## src/hw/rtl/arpc_pkg.sv

```systemverilog
// Shared types, constants and codes for the ARP cache table with aging.
`timescale 1ns / 1ps
`default_nettype none
package arpc_pkg;

  // Table size and register defaults.
  localparam int unsigned DEFAULT_ENTRIES = 16;
  localparam logic [7:0]  TIMEOUT_RESET   = 8'd15;
  localparam logic [7:0]  AGE_MAX         = 8'hFF;
  localparam logic [4:0]  COUNT_MAX       = 5'd31;
  localparam int unsigned SLOT_W          = 4;

  // Item actions; the fourth code does nothing.
  typedef enum logic [1:0] {
    ACT_LOOKUP = 2'd0,
    ACT_INSERT = 2'd1,
    ACT_TICK   = 2'd2
  } action_e;

  // One input beat.
  typedef struct packed {
    action_e     action;
    logic [31:0] ip_addr;
    logic [47:0] mac_addr;
  } arp_req_t;

  // One result beat.
  typedef struct packed {
    logic              found;
    logic [47:0]       mac_out;
    logic [SLOT_W-1:0] slot;
    logic              table_full;
    logic [4:0]        expired_count;
  } arp_rsp_t;

  // One stored table entry.
  typedef struct packed {
    logic [31:0] ip;
    logic [47:0] mac;
    logic [7:0]  age;
  } entry_t;

  localparam int unsigned ENTRY_W = $bits(entry_t);

  // Controller states.
  typedef enum logic [1:0] {
    ST_IDLE,
    ST_SCAN,
    ST_DRAIN,
    ST_DONE
  } ctrl_state_e;

  // Commands from the controller to the datapath.
  typedef struct packed {
    logic load;
    logic step;
  } ctrl_cmd_t;

  // Status from the datapath to the controller.
  typedef struct packed {
    logic last;
  } dp_sts_t;

endpackage
`default_nettype wire

```

## src/hw/rtl/arpc_ram.sv

```systemverilog
// Generic single-write, single-read RAM with registered read data.
`timescale 1ns / 1ps
`default_nettype none
module arpc_ram #(
  parameter int unsigned WIDTH = 8,
  parameter int unsigned DEPTH = 16,
  localparam int unsigned AW   = (DEPTH > 1) ? $clog2(DEPTH) : 1
) (
  input  wire logic             clk_i,
  input  wire logic             we_i,
  input  wire logic [AW-1:0]    waddr_i,
  input  wire logic [WIDTH-1:0] wdata_i,
  input  wire logic             re_i,
  input  wire logic [AW-1:0]    raddr_i,
  output logic      [WIDTH-1:0] rdata_o
);

  logic [WIDTH-1:0] mem_q [DEPTH];

  // Write port.
  always_ff @(posedge clk_i) begin
    if (we_i) begin
      mem_q[waddr_i] <= wdata_i;
    end
  end

  // Registered read port.
  always_ff @(posedge clk_i) begin
    if (re_i) begin
      rdata_o <= mem_q[raddr_i];
    end
  end

endmodule
`default_nettype wire

```

## src/hw/rtl/arpc_ctrl.sv

```systemverilog
// Controller state machine that sequences the table scan for each item.
`timescale 1ns / 1ps
`default_nettype none
module arpc_ctrl
  import arpc_pkg::*;
(
  input  wire logic      clk_i,
  input  wire logic      rst_ni,
  input  wire logic      start,
  output logic           busy,
  output logic           res_valid_o,
  output ctrl_cmd_t      cmd_o,
  input  wire dp_sts_t   sts_i
);

  ctrl_state_e state_q, state_d;
  logic        accept;

  // An item is taken whenever no scan is running.
  assign accept = start && !busy;

  // State register.
  always_ff @(posedge clk_i or negedge rst_ni) begin
    if (!rst_ni) begin
      state_q <= ST_IDLE;
    end else begin
      state_q <= state_d;
    end
  end

  // Next state.
  always_comb begin
    state_d = state_q;
    unique case (state_q)
      ST_IDLE: begin
        if (start) state_d = ST_SCAN;
      end
      ST_SCAN: begin
        if (sts_i.last) state_d = ST_DRAIN;
      end
      ST_DRAIN: begin
        state_d = ST_DONE;
      end
      ST_DONE: begin
        state_d = start ? ST_SCAN : ST_IDLE;
      end
      default: begin
        state_d = ST_IDLE;
      end
    endcase
  end

  // Outputs. The result cycle also accepts the next item.
  always_comb begin
    busy        = 1'b0;
    res_valid_o = 1'b0;
    cmd_o       = '0;
    unique case (state_q)
      ST_IDLE: begin
        cmd_o.load = accept;
      end
      ST_SCAN: begin
        busy       = 1'b1;
        cmd_o.step = 1'b1;
      end
      ST_DRAIN: begin
        busy = 1'b1;
      end
      ST_DONE: begin
        res_valid_o = 1'b1;
        cmd_o.load  = accept;
      end
      default: begin
        busy = 1'b1;
      end
    endcase
  end

  // A result only follows the drain of the last entry.
  assert property (@(posedge clk_i) disable iff (!rst_ni)
    res_valid_o |-> $past(state_q) == ST_DRAIN)
    else $error("result strobe without a finished scan");

  // An accepted item always starts a scan.
  assert property (@(posedge clk_i) disable iff (!rst_ni)
    accept |=> state_q == ST_SCAN && busy)
    else $error("accepted item did not start a scan");

  // The scan ends right after the last read is issued.
  assert property (@(posedge clk_i) disable iff (!rst_ni)
    (state_q == ST_SCAN && sts_i.last) |=> state_q == ST_DRAIN)
    else $error("scan did not end after the last entry");

endmodule
`default_nettype wire

```

## src/hw/rtl/arpc_dp.sv

```systemverilog
// Datapath: table memory, valid bits, scan counter and result accumulation.
`timescale 1ns / 1ps
`default_nettype none
module arpc_dp
  import arpc_pkg::*;
#(
  parameter int unsigned ENTRIES = DEFAULT_ENTRIES,
  localparam int unsigned IDX_W  = $clog2(ENTRIES)
) (
  input  wire logic       clk_i,
  input  wire logic       rst_ni,
  input  wire ctrl_cmd_t  cmd_i,
  output dp_sts_t         sts_o,
  input  wire arp_req_t   req_i,
  input  wire logic       cfg_we_i,
  input  wire logic [7:0] cfg_data_i,
  output arp_rsp_t        rsp_o
);

  localparam logic [IDX_W-1:0] LAST_IDX = IDX_W'(ENTRIES - 1);

  arp_req_t           req_q;
  logic [7:0]         timeout_q;
  logic [IDX_W-1:0]   cnt_q;
  logic               proc_en_q;
  logic               proc_last_q;
  logic [IDX_W-1:0]   proc_idx_q;
  logic [ENTRIES-1:0] valid_q, valid_d;
  logic               placed_q, placed_d;
  arp_rsp_t           rsp_q, rsp_d;

  logic               wr_en;
  entry_t             wr_entry;
  logic [ENTRY_W-1:0] rd_data;
  entry_t             rd_entry;
  logic               cur_valid;
  logic [7:0]         age_inc;
  logic [SLOT_W-1:0]  cur_slot;

  // Scan status for the controller.
  assign sts_o.last = cmd_i.step && (cnt_q == LAST_IDX);

  // Entry store, one read a cycle during the scan.
  arpc_ram #(
    .WIDTH (ENTRY_W),
    .DEPTH (ENTRIES)
  ) u_ram (
    .clk_i   (clk_i),
    .we_i    (wr_en),
    .waddr_i (proc_idx_q),
    .wdata_i (wr_entry),
    .re_i    (cmd_i.step),
    .raddr_i (cnt_q),
    .rdata_o (rd_data)
  );

  assign rd_entry  = entry_t'(rd_data);
  assign cur_valid = valid_q[proc_idx_q];
  assign cur_slot  = SLOT_W'(proc_idx_q);
  assign age_inc   = (rd_entry.age == AGE_MAX) ? AGE_MAX : rd_entry.age + 8'd1;

  // Timeout register.
  always_ff @(posedge clk_i or negedge rst_ni) begin
    if (!rst_ni) begin
      timeout_q <= TIMEOUT_RESET;
    end else if (cfg_we_i) begin
      timeout_q <= cfg_data_i;
    end
  end

  // Item latch.
  always_ff @(posedge clk_i) begin
    if (cmd_i.load) begin
      req_q <= req_i;
    end
  end

  // Read counter and the registered stage that follows the read.
  always_ff @(posedge clk_i or negedge rst_ni) begin
    if (!rst_ni) begin
      cnt_q       <= '0;
      proc_en_q   <= 1'b0;
      proc_last_q <= 1'b0;
      proc_idx_q  <= '0;
    end else begin
      if (cmd_i.load) begin
        cnt_q <= '0;
      end else if (cmd_i.step) begin
        cnt_q <= cnt_q + IDX_W'(1);
      end
      proc_en_q   <= cmd_i.step;
      proc_last_q <= sts_o.last;
      proc_idx_q  <= cnt_q;
    end
  end

  // Per-entry work on the entry that was just read.
  always_comb begin
    valid_d  = valid_q;
    placed_d = placed_q;
    rsp_d    = rsp_q;
    wr_en    = 1'b0;
    wr_entry = rd_entry;
    if (cmd_i.load) begin
      placed_d = 1'b0;
      rsp_d    = '0;
    end else if (proc_en_q) begin
      unique case (req_q.action)
        ACT_LOOKUP: begin
          // Later hits overwrite earlier ones: highest index wins.
          if (cur_valid && rd_entry.ip == req_q.ip_addr) begin
            rsp_d.found   = 1'b1;
            rsp_d.mac_out = rd_entry.mac;
            rsp_d.slot    = cur_slot;
          end
        end
        ACT_INSERT: begin
          // First free slot in scan order takes the new entry.
          if (!cur_valid && !placed_q) begin
            valid_d[proc_idx_q] = 1'b1;
            placed_d            = 1'b1;
            wr_en               = 1'b1;
            wr_entry.ip         = req_q.ip_addr;
            wr_entry.mac        = req_q.mac_addr;
            wr_entry.age        = '0;
            rsp_d.slot          = cur_slot;
          end else if (proc_last_q && !placed_q) begin
            rsp_d.table_full = 1'b1;
          end
        end
        ACT_TICK: begin
          // Age live entries and drop those past the timeout.
          if (cur_valid) begin
            if (age_inc > timeout_q) begin
              valid_d[proc_idx_q] = 1'b0;
              if (rsp_q.expired_count != COUNT_MAX) begin
                rsp_d.expired_count = rsp_q.expired_count + 5'd1;
              end
            end else begin
              wr_en        = 1'b1;
              wr_entry.age = age_inc;
            end
          end
        end
        default: begin
          // Unused action code: no state change.
        end
      endcase
    end
  end

  // Valid bits and insert flag.
  always_ff @(posedge clk_i or negedge rst_ni) begin
    if (!rst_ni) begin
      valid_q  <= '0;
      placed_q <= 1'b0;
    end else begin
      valid_q  <= valid_d;
      placed_q <= placed_d;
    end
  end

  // Result accumulator.
  always_ff @(posedge clk_i) begin
    rsp_q <= rsp_d;
  end

  assign rsp_o = rsp_q;

  // A tick never brings an entry to life.
  assert property (@(posedge clk_i) disable iff (!rst_ni)
    (proc_en_q && !cmd_i.load && req_q.action == ACT_TICK)
      |=> $countones(valid_q) <= $past($countones(valid_q)))
    else $error("tick raised a valid bit");

  // An insert adds at most one entry and removes none.
  assert property (@(posedge clk_i) disable iff (!rst_ni)
    (proc_en_q && !cmd_i.load && req_q.action == ACT_INSERT)
      |=> ($countones(valid_q) == $past($countones(valid_q))
           || $countones(valid_q) == $past($countones(valid_q)) + 1))
    else $error("insert changed more than one valid bit");

  // Each new item starts its scan at the first entry.
  assert property (@(posedge clk_i) disable iff (!rst_ni)
    cmd_i.load |=> cnt_q == '0 && !placed_q)
    else $error("scan did not restart at entry zero");

endmodule
`default_nettype wire

```

## src/hw/rtl/arp_cache_table_with_aging_unit.sv

```systemverilog
// Top level of the ARP cache table with aging: controller plus datapath.
// An accepted item moves the controller through SCAN, where every entry is
// read in turn, and DRAIN; the result strobe is high in the DONE state.
// A new item is not taken while a scan runs; the next item is accepted in
// the result cycle. The scan reads one entry per cycle through the single
// read port of the entry memory.
// Reset clears all valid bits at once and sets the timeout to 15; no sweep.
// Results are shown for one cycle only; the receiver cannot stall them.
`timescale 1ns / 1ps
`default_nettype none
module arp_cache_table_with_aging_unit
  import arpc_pkg::*;
#(
  parameter int unsigned ENTRIES = DEFAULT_ENTRIES
) (
  input  wire logic       clk_i,
  input  wire logic       rst_ni,
  input  wire logic       start,
  output logic            busy,
  input  wire arp_req_t   req_i,
  output logic            res_valid_o,
  output arp_rsp_t        rsp_o,
  input  wire logic       cfg_valid_i,
  output logic            cfg_ready_o,
  input  wire logic [7:0] cfg_data_i
);

  ctrl_cmd_t cmd;
  dp_sts_t   sts;

  // Timeout writes are taken whenever no scan is running.
  assign cfg_ready_o = !busy;

  // Sequencer.
  arpc_ctrl u_ctrl (
    .clk_i       (clk_i),
    .rst_ni      (rst_ni),
    .start       (start),
    .busy        (busy),
    .res_valid_o (res_valid_o),
    .cmd_o       (cmd),
    .sts_i       (sts)
  );

  // Table storage and per-entry logic.
  arpc_dp #(
    .ENTRIES (ENTRIES)
  ) u_dp (
    .clk_i      (clk_i),
    .rst_ni     (rst_ni),
    .cmd_i      (cmd),
    .sts_o      (sts),
    .req_i      (req_i),
    .cfg_we_i   (cfg_valid_i && cfg_ready_o),
    .cfg_data_i (cfg_data_i),
    .rsp_o      (rsp_o)
  );

endmodule
`default_nettype wire

```

## config.mk

```make
export PLATFORM = sky130hd
export DESIGN_NAME = arp_cache_table_with_aging_unit
export DESIGN_NICKNAME = d
export VERILOG_FILES = /design/src/hw/rtl/arpc_pkg.sv /design/src/hw/rtl/arpc_ram.sv /design/src/hw/rtl/arpc_ctrl.sv /design/src/hw/rtl/arpc_dp.sv /design/src/hw/rtl/arp_cache_table_with_aging_unit.sv
export SDC_FILE = /design/constraint.sdc
export NUM_CORES = 2
export LEC_CHECK = 0
export ABC_CLOCK_PERIOD_IN_PS = 13650
export BUFFER_PORTS_ARGS = -buffer_cell sky130_fd_sc_hd__buf_2
export CAP_MARGIN = 40
export CORE_MARGIN = 5
export CORE_UTILIZATION = 50
export DETAILED_ROUTE_END_ITERATION = 8
export PLACE_DENSITY = 0.72
export RECOVER_POWER = 100
export SYNTH_ARGS = -nofsm -noshare
export SYNTH_HDL_FRONTEND = slang
export SYNTH_HIERARCHICAL = 1
export SYNTH_SLANG_ARGS = --single-unit
export TNS_END_PERCENT = 20
```

## constraint.sdc

```tcl
create_clock -name clk_i -period 13.65 [get_ports clk_i]
set_input_delay 1.365 -clock clk_i [delete_from_list [all_inputs] [get_ports clk_i]]
set_output_delay 1.365 -clock clk_i [all_outputs]
set_load 0.02 [all_outputs]
```

-- Word-level counts from Yosys, hierarchy flattened
Memories as Yosys holds them, arrays and structs flattened. A register that Yosys moved wholly into a read port is not among the register bits.
Cells that the tools add are included.
- register bits: 178
- memory bits (writable): 1408
- input bits: 94
- output and inout port bits: 62
- word-level logic and storage cells: 111
- memories: 1
- $add $sub $neg: 3
- order comparisons: 3
- equal/unequal tests: 15
- multiplexer cells: 41
- bitwise logic cells: 5
- reduce and logical (&&, ||, !) cells: 27
- memories (name ; words ; bits a word ; read ports ; clocked after Yosys merged registers in ; wr ports ; line ; text):
    u_dp.u_ram.mem_q ; 16 ; 88 ; 1 ; 1 ; 1 ; arpc_ram.sv:18 ; logic [WIDTH-1:0] mem_q [DEPTH];
- operators by type and width (cell ; number):
    $mux W88 ; 3
    $mux W80 ; 1
    $mux W16 ; 3
    $eq A32 B32 Y1 ; 1
    $pmux W16 S2 ; 1
    $mux W8 ; 3
    $mux W1 ; 18
    $and A16 B16 Y16 ; 1
    $mux W4 ; 4
    $not A16 Y16 ; 1
    $or A16 B16 Y16 ; 1
    $pmux W8 S2 ; 1
    $reduce_bool A2 Y1 ; 6
    $ne A2 B1 Y1 const B ; 5
    $add A8 B1 Y8 const B ; 1
    $eq A8 B8 Y1 const B ; 1
    $gt A8 B8 Y1 ; 1
    $pmux W2 S4 ; 1
    $pmux W4 S2 ; 1
    $reduce_and A4 Y1 ; 2
    $logic_and A1 B1 Y1 ; 7
    $eq A2 B2 Y1 const B ; 3
    $reduce_and A3 Y1 ; 2
    $reduce_and A6 Y1 ; 1
    18 further kinds ; 25

-- Longest topological paths before layout
- depth after elaboration: 10
- depth in mapped cells: 14
- gate-level depth less buffers: 13

-- Hierarchy
Netlist, hierarchy kept.
- by module, submodules not included (module ; instances ; cells each ; area each (µm²) ; sequential area each (µm²)):
    arpc_ram ; 1 ; 2256 ; 55239.2 ; 44923.1
    arpc_dp ; 1 ; 652 ; 8102.8 ; 4524.3
    arpc_ctrl ; 1 ; 17 ; 175.2 ; 50.0
    arp_cache_table_with_aging_unit ; 1 ; 2 ; 10.0 ; 0.0

-- Least setup slack after synthesis
Ideal clock, no wire load.
- kind: input -> register
- start point: input port start
- end point: memory u_dp/u_ram/mem_q[0][0] (netlist name), enable pin
- setup time: 0.642 ns
- arrival: 9.577 ns
- required time: 13.008 ns
- setup slack: 3.431 ns
- stages on the path: 6
- path buffers: 0
- path through: nor2b_1 > nor2b_1 > nand2_1 > a21oi_1 > or3b_1 > nor3_1
- word-level cells in the longest chain between the ends: 5
- RTL lines (element ; line ; text):
    from (decl) ; arp_cache_table_with_aging_unit.sv:18 ; input wire logic start,
    $logic_and A1 B1 Y1 ; arpc_ctrl.sv:20 ; assign accept = start && !busy;
    $mux W1 ; arpc_ctrl.sv:58 ; unique case (state_q)
    $mux W1 ; arpc_dp.sv:104 ; if (cmd_i.load) begin
    named net u_dp.wr_en ; arpc_dp.sv:32 ; logic wr_en;
    $mux W1 ; arpc_ram.sv:22 ; if (we_i) begin
    $mux W1 (not written as such) ; arpc_ram.sv:23 ; mem_q[waddr_i] <= wdata_i;
    to (decl) ; arpc_ram.sv:18 ;
The timed path passes the listed nets, and every way through them passes these cells.

-- Worst setup path in the final report
- start point: register u_dp.u_ram.rdata_o[0], read port of u_dp.u_ram.mem_q
- end point: memory u_dp/u_ram/mem_q[2][13] (netlist name), enable pin
- word-level cells in the longest chain between the ends: 10
- elaborated cells between the ends (all ways): 11
- classes of those cells: add/sub: 1; order compare: 1; eq/ne: 1; mux: 8
- RTL lines (element ; line ; text):
    from (decl) ; arpc_ram.sv:15 ; output logic [WIDTH-1:0] rdata_o
    $add A8 B1 Y8 or $eq A8 B8 Y1 (tied branches) ; arpc_dp.sv:60 ; assign age_inc = (rd_entry.age == AGE_MAX) ? AGE_MAX : rd_entry.age + 8'd1;
    $mux W8 (*) ; arpc_dp.sv:60 ;
    $gt A8 B8 Y1 (*) ; arpc_dp.sv:134 ; if (age_inc > timeout_q) begin
    $mux W1 (*) ; arpc_dp.sv:134 ;
    $mux W1 (*) ; arpc_dp.sv:133 ; if (cur_valid) begin
    $pmux W1 S2 (*) ; arpc_dp.sv:108 ; unique case (req_q.action)
    $mux W1 (*) ; arpc_dp.sv:107 ; end else if (proc_en_q) begin
    $mux W1 (*) ; arpc_dp.sv:104 ;
    named net u_dp.wr_en ; arpc_dp.sv:32 ;
    $mux W1 (*) ; arpc_ram.sv:22 ;
    $mux W1 (not written as such) (*) ; arpc_ram.sv:23 ;
The timed path passes the listed nets; every way through them passes the cells marked *.

==> key figures <==
Worst setup path
  – Cell Chain, Critical Path: ha_1 > nand4_1 > nor2_1 > or3_1 > ha_1 > a211oi_1 > nor2_1 > nor4bb_1 > o21bai_1 > a21oi_1 > or3b_1 > nor2_4 > clkbuf_1 > clkbuf_1 > clkbuf_1
  – CP Max Fanout: 37
  – Crit-path slowest cell: clkbuf_1
  – Critical Path AT: between 9000 and 10000 ps
  – Worst Setup End Kind: register
  – Crit path kind: reg2reg
  – CP startpoint kind: register
  – CP required: 13990 ps
  – Most frequent cell on the critical path: clkbuf_1
  – Largest stage delay, worst path: a little under 2000 ps

STA
  – Fin. Hold Viols: 0
  – Slew margin rel.: -159%
  – Worst clock skew: about 21 ps
  – Setup violators final: 0
  – RSZ-0062 raised after global routing: no
  – Worst-Margin Slew: around 4000 ps
  – Fin crit share: around 67%
  – Fin crit period: between 9000 and 10000 ps
  – Setup total negative slack: 0 ps
  – FMAX: approximately 110 MHz
  – Final Slew Violations: roughly 1900

Clock network
  – Setup bufs post-CTS: 0
  – # resized after CTS: 0
  – CTS Buf Count: about 170
  – Clk slew on worst S/H paths: approximately 60 ps
  – Number of H-tree levels: 4
  – Worst skew pair latency: approximately 800 ps
  – Hold buffers post-CTS: 0
  – Root Buffer: clkbuf_16
  – CTS max path bufs: 3
  – CTS Sinks: roughly 1700
  – CTS tree: yes

Die
  – Total I/O pin count: between 150 and 200
  – Die boundary height: ~370 µm
  – Die W: 366 µm
  – Initial Util: between 50% and 60%
  – Rows: 130
  – Die area: around 0.13 mm²
  – Area of the core: 0.126 mm²

GRT
  – First-pass GRT wire length: approximately 210 mm
  – Global route total overflow: 0
  – Antenna violations before repair: 2
  – Largest net degree at the start of global routing: 114
  – Vias in the first global route: just over 30000
  – GRT Overall Usage: between 20% and 30%

Route
  – Routed wire per std cell: 27.6 µm
  – DR DRC count: 0
  – Post-Route WL: ~140 mm
  – Routed vias: 30104
  – 1st-pass router iterations: 5
  – DR vias/cell: about 6
  – Antenna violation net count after detailed routing: 0
  – Starting DRC count in detailed routing: approximately 3200

Pwr
  – P_leak: approximately 22 nW
  – Worst VDD drop: between 0.00015 and 0.0002 V
  – PD cells: 198 mW/mm²

Outcome
  – Failing checks: capacitance limit, slew limit
  – Status: complete, but fails checks

Run
  – MaxCap Viol Count: 55

Layout
  – Layout area overhead: 12.1%
  – Fillers: approximately 9000
  – Final nets: approximately 3300
  – Share of cells above drive strength 1: a little over a fifth
  – Final Non-Filler Cells: between 4000 and 5000
  – Number of diodes: 0

Synthesis
  – Top cells by area, synth: edfxtp_1 (75%), mux4_2 (12%), a22oi_1 (2.1%)
  – Post-synth top area cell: edfxtp_1
  – Top_reg_cell synth: edfxtp_1
  – Top cells by count, synth: edfxtp_1 (1578), mux4_2 (352), a22oi_1 (176)
  – Ys Warns: 6
  – Most frequent cell after synthesis: edfxtp_1
  – Seq/Total Area, Yosys: 77.9%
  – Synth Cell Area: approximately 0.064 mm²
  – Top-area cell type share of the netlist area: between 70 and 80%
  – Synth Instances: 2927
  – Post-synthesis async set-or-reset flop share: roughly 2.2%
  – Synthesized area per cell: about 22 µm²
  – Number of synthesized flops with an enable pin: approximately 1600
  – #FFs+latches synth: about 1700
  – Post-synthesis net count: roughly 3000
  – Synth unique cells: 58

Placement
  – IO buf count: 155
  – Dpl cells: about 4700
  – GPL Wtd Cong: 0.753
  – HPWL Detailed: ~76 mm

Min path
  – Hold/Removal Path Class: in2async
cell usage in the layout, fill, tap and decap left out, drive strengths merged, types with 2 or more instances in the layout:
master | synthesis | final
clkinv | 0 | 53
nor2b | 10 | 10
and2 | 5 | 5
and4 | 3 | 3
mux4 | 356 | 356
o21ai | 18 | 18
nand3 | 9 | 9
o21a | 2 | 2
o31ai | 4 | 4
mux2 | 90 | 90
nand2b | 10 | 10
or3 | 5 | 5
clkbuf | 59 | 362
xnor2 | 34 | 34
a41oi | 2 | 2
inv | 20 | 25
dfrtp | 33 | 33
a22oi | 176 | 176
mux2i | 55 | 55
xor2 | 3 | 3
nand2 | 115 | 115
nor2 | 99 | 99
a31oi | 10 | 10
buf | 88 | 102
o2bb2ai | 2 | 2
edfxtp | 1578 | 1578
and3 | 2 | 2
nand4 | 12 | 12
bufinv | 0 | 10
a21oi | 15 | 15
ha | 19 | 19
or4 | 2 | 2
nor4 | 4 | 4
nand3b | 2 | 2
dfxtp | 59 | 59
or2 | 3 | 3
dfstp | 4 | 4
nor3 | 10 | 10
critical path: cells and delay by family, from the launching register on:
| family | cells | cell delay (ps) |
|---|---|---|
| AOI/OAI and AO/OA | 3 | 870 |
| and+or+nand+nor | 7 | 1760 |
| buffers and inverters | 3 | 4990 |
| DFF | 1 | 440 |
| adders and majority gates | 2 | 570 |
path summary, 6_finish.rpt:
kind / from / endpoint / slack, ps / cells after the start
setup / recovery: u_dp/u_ram/rdata_o[0] / u_dp/u_ram/mem_q[2][13] / 4550 / 15
hold / removal: rst_ni / u_ctrl/state_q[1] / 470 / 1
setup reg to reg: u_dp/u_ram/rdata_o[0] / u_dp/u_ram/mem_q[2][13] / 4550 / 15
hold reg to reg: u_dp/rsp_o[58] / u_dp/rsp_o[58] / 470 / 2
max in group asynchronous: rst_ni / u_dp/cnt_q[2] / 11210 / 2
min in group clk_i: u_dp/rsp_o[58] / u_dp/rsp_o[58] / 470 / 2
flip-flops by register name, summed over array words and instances (netlist names), named ones only:
| name | cells |
|---|---|
| u_dp/u_ram/mem_q | 1408 |
| u_dp/u_ram/rdata_o | 88 |
| u_dp/req_q | 82 |
| u_dp/rsp_o | 59 |
| u_dp/timeout_q | 8 |
| u_dp/cnt_q | 4 |
| u_dp/cur_slot | 4 |
| u_ctrl/state_q | 2 |
| u_dp/placed_q | 1 |
| u_dp/proc_en_q | 1 |
| u_dp/proc_last_q | 1 |
per-stage QoR:
stage	instance area [µm²]	power (W)	setup WS (ps)	utilization (%)	hold slack, ps
floorplan	63500	0.00895	3430	-	411
global placement	66200	0.00976	7820	52.6	452
detailed placement	67000	0.00988	8050	53.2	458
CTS	72100	0.0142	8070	57.3	362
global route	71200	0.0147	4160	56.6	467
finish	71200	0.0141	4550	56.6	469
metal layers:
metal  track usage, %  up-vias  wire (µm)
met5                0        -         15
met4             5.22        4       2720
met3             4.48      195      11400
met2             32.8     1380      67300
met1             29.0    15835      55500
li1                 -    12690          -
cell families (layout without fill, tap and decap cells):
kind of cell | count (synthesis) | after routing | share of synthesized area [%]
and+or+nand+nor | 294 | 294 | 2.13
AOI/OAI and AO/OA | 235 | 235 | 2.66
buffers and inverters | 167 | 553 | 1.30
muxes | 501 | 501 | 15.1
DFF | 1674 | 1674 | 77.9
adders and majority gates | 19 | 19 | 0.374
xor gates and xnor gates | 37 | 37 | 0.510
power by group:
| part | total [W] | leakage (nW) | switching [W] | internal [W] |
|---|---|---|---|---|
| clock | 0.00433 | 2.51 | 0.00183 | 0.00249 |
| sequential | 0.00677 | 15.2 | 0.000232 | 0.00654 |
| combinational | 0.00300 | 4.52 | 0.00176 | 0.00124 |
layout make-up:
class	instances	area, µm²	share of cell area (%)
Sequential cell	1674	49500	69.5
Multi-Input combinational cell	1086	13200	18.6
Clock buffer	223	4490	6.31
Tap cell	1650	2060	2.90
Timing Repair Buffer	241	1200	1.69
Clock inverter	69	646	0.906
Inverter	20	75.1	0.105
Power figures use the tool's default switching activity.
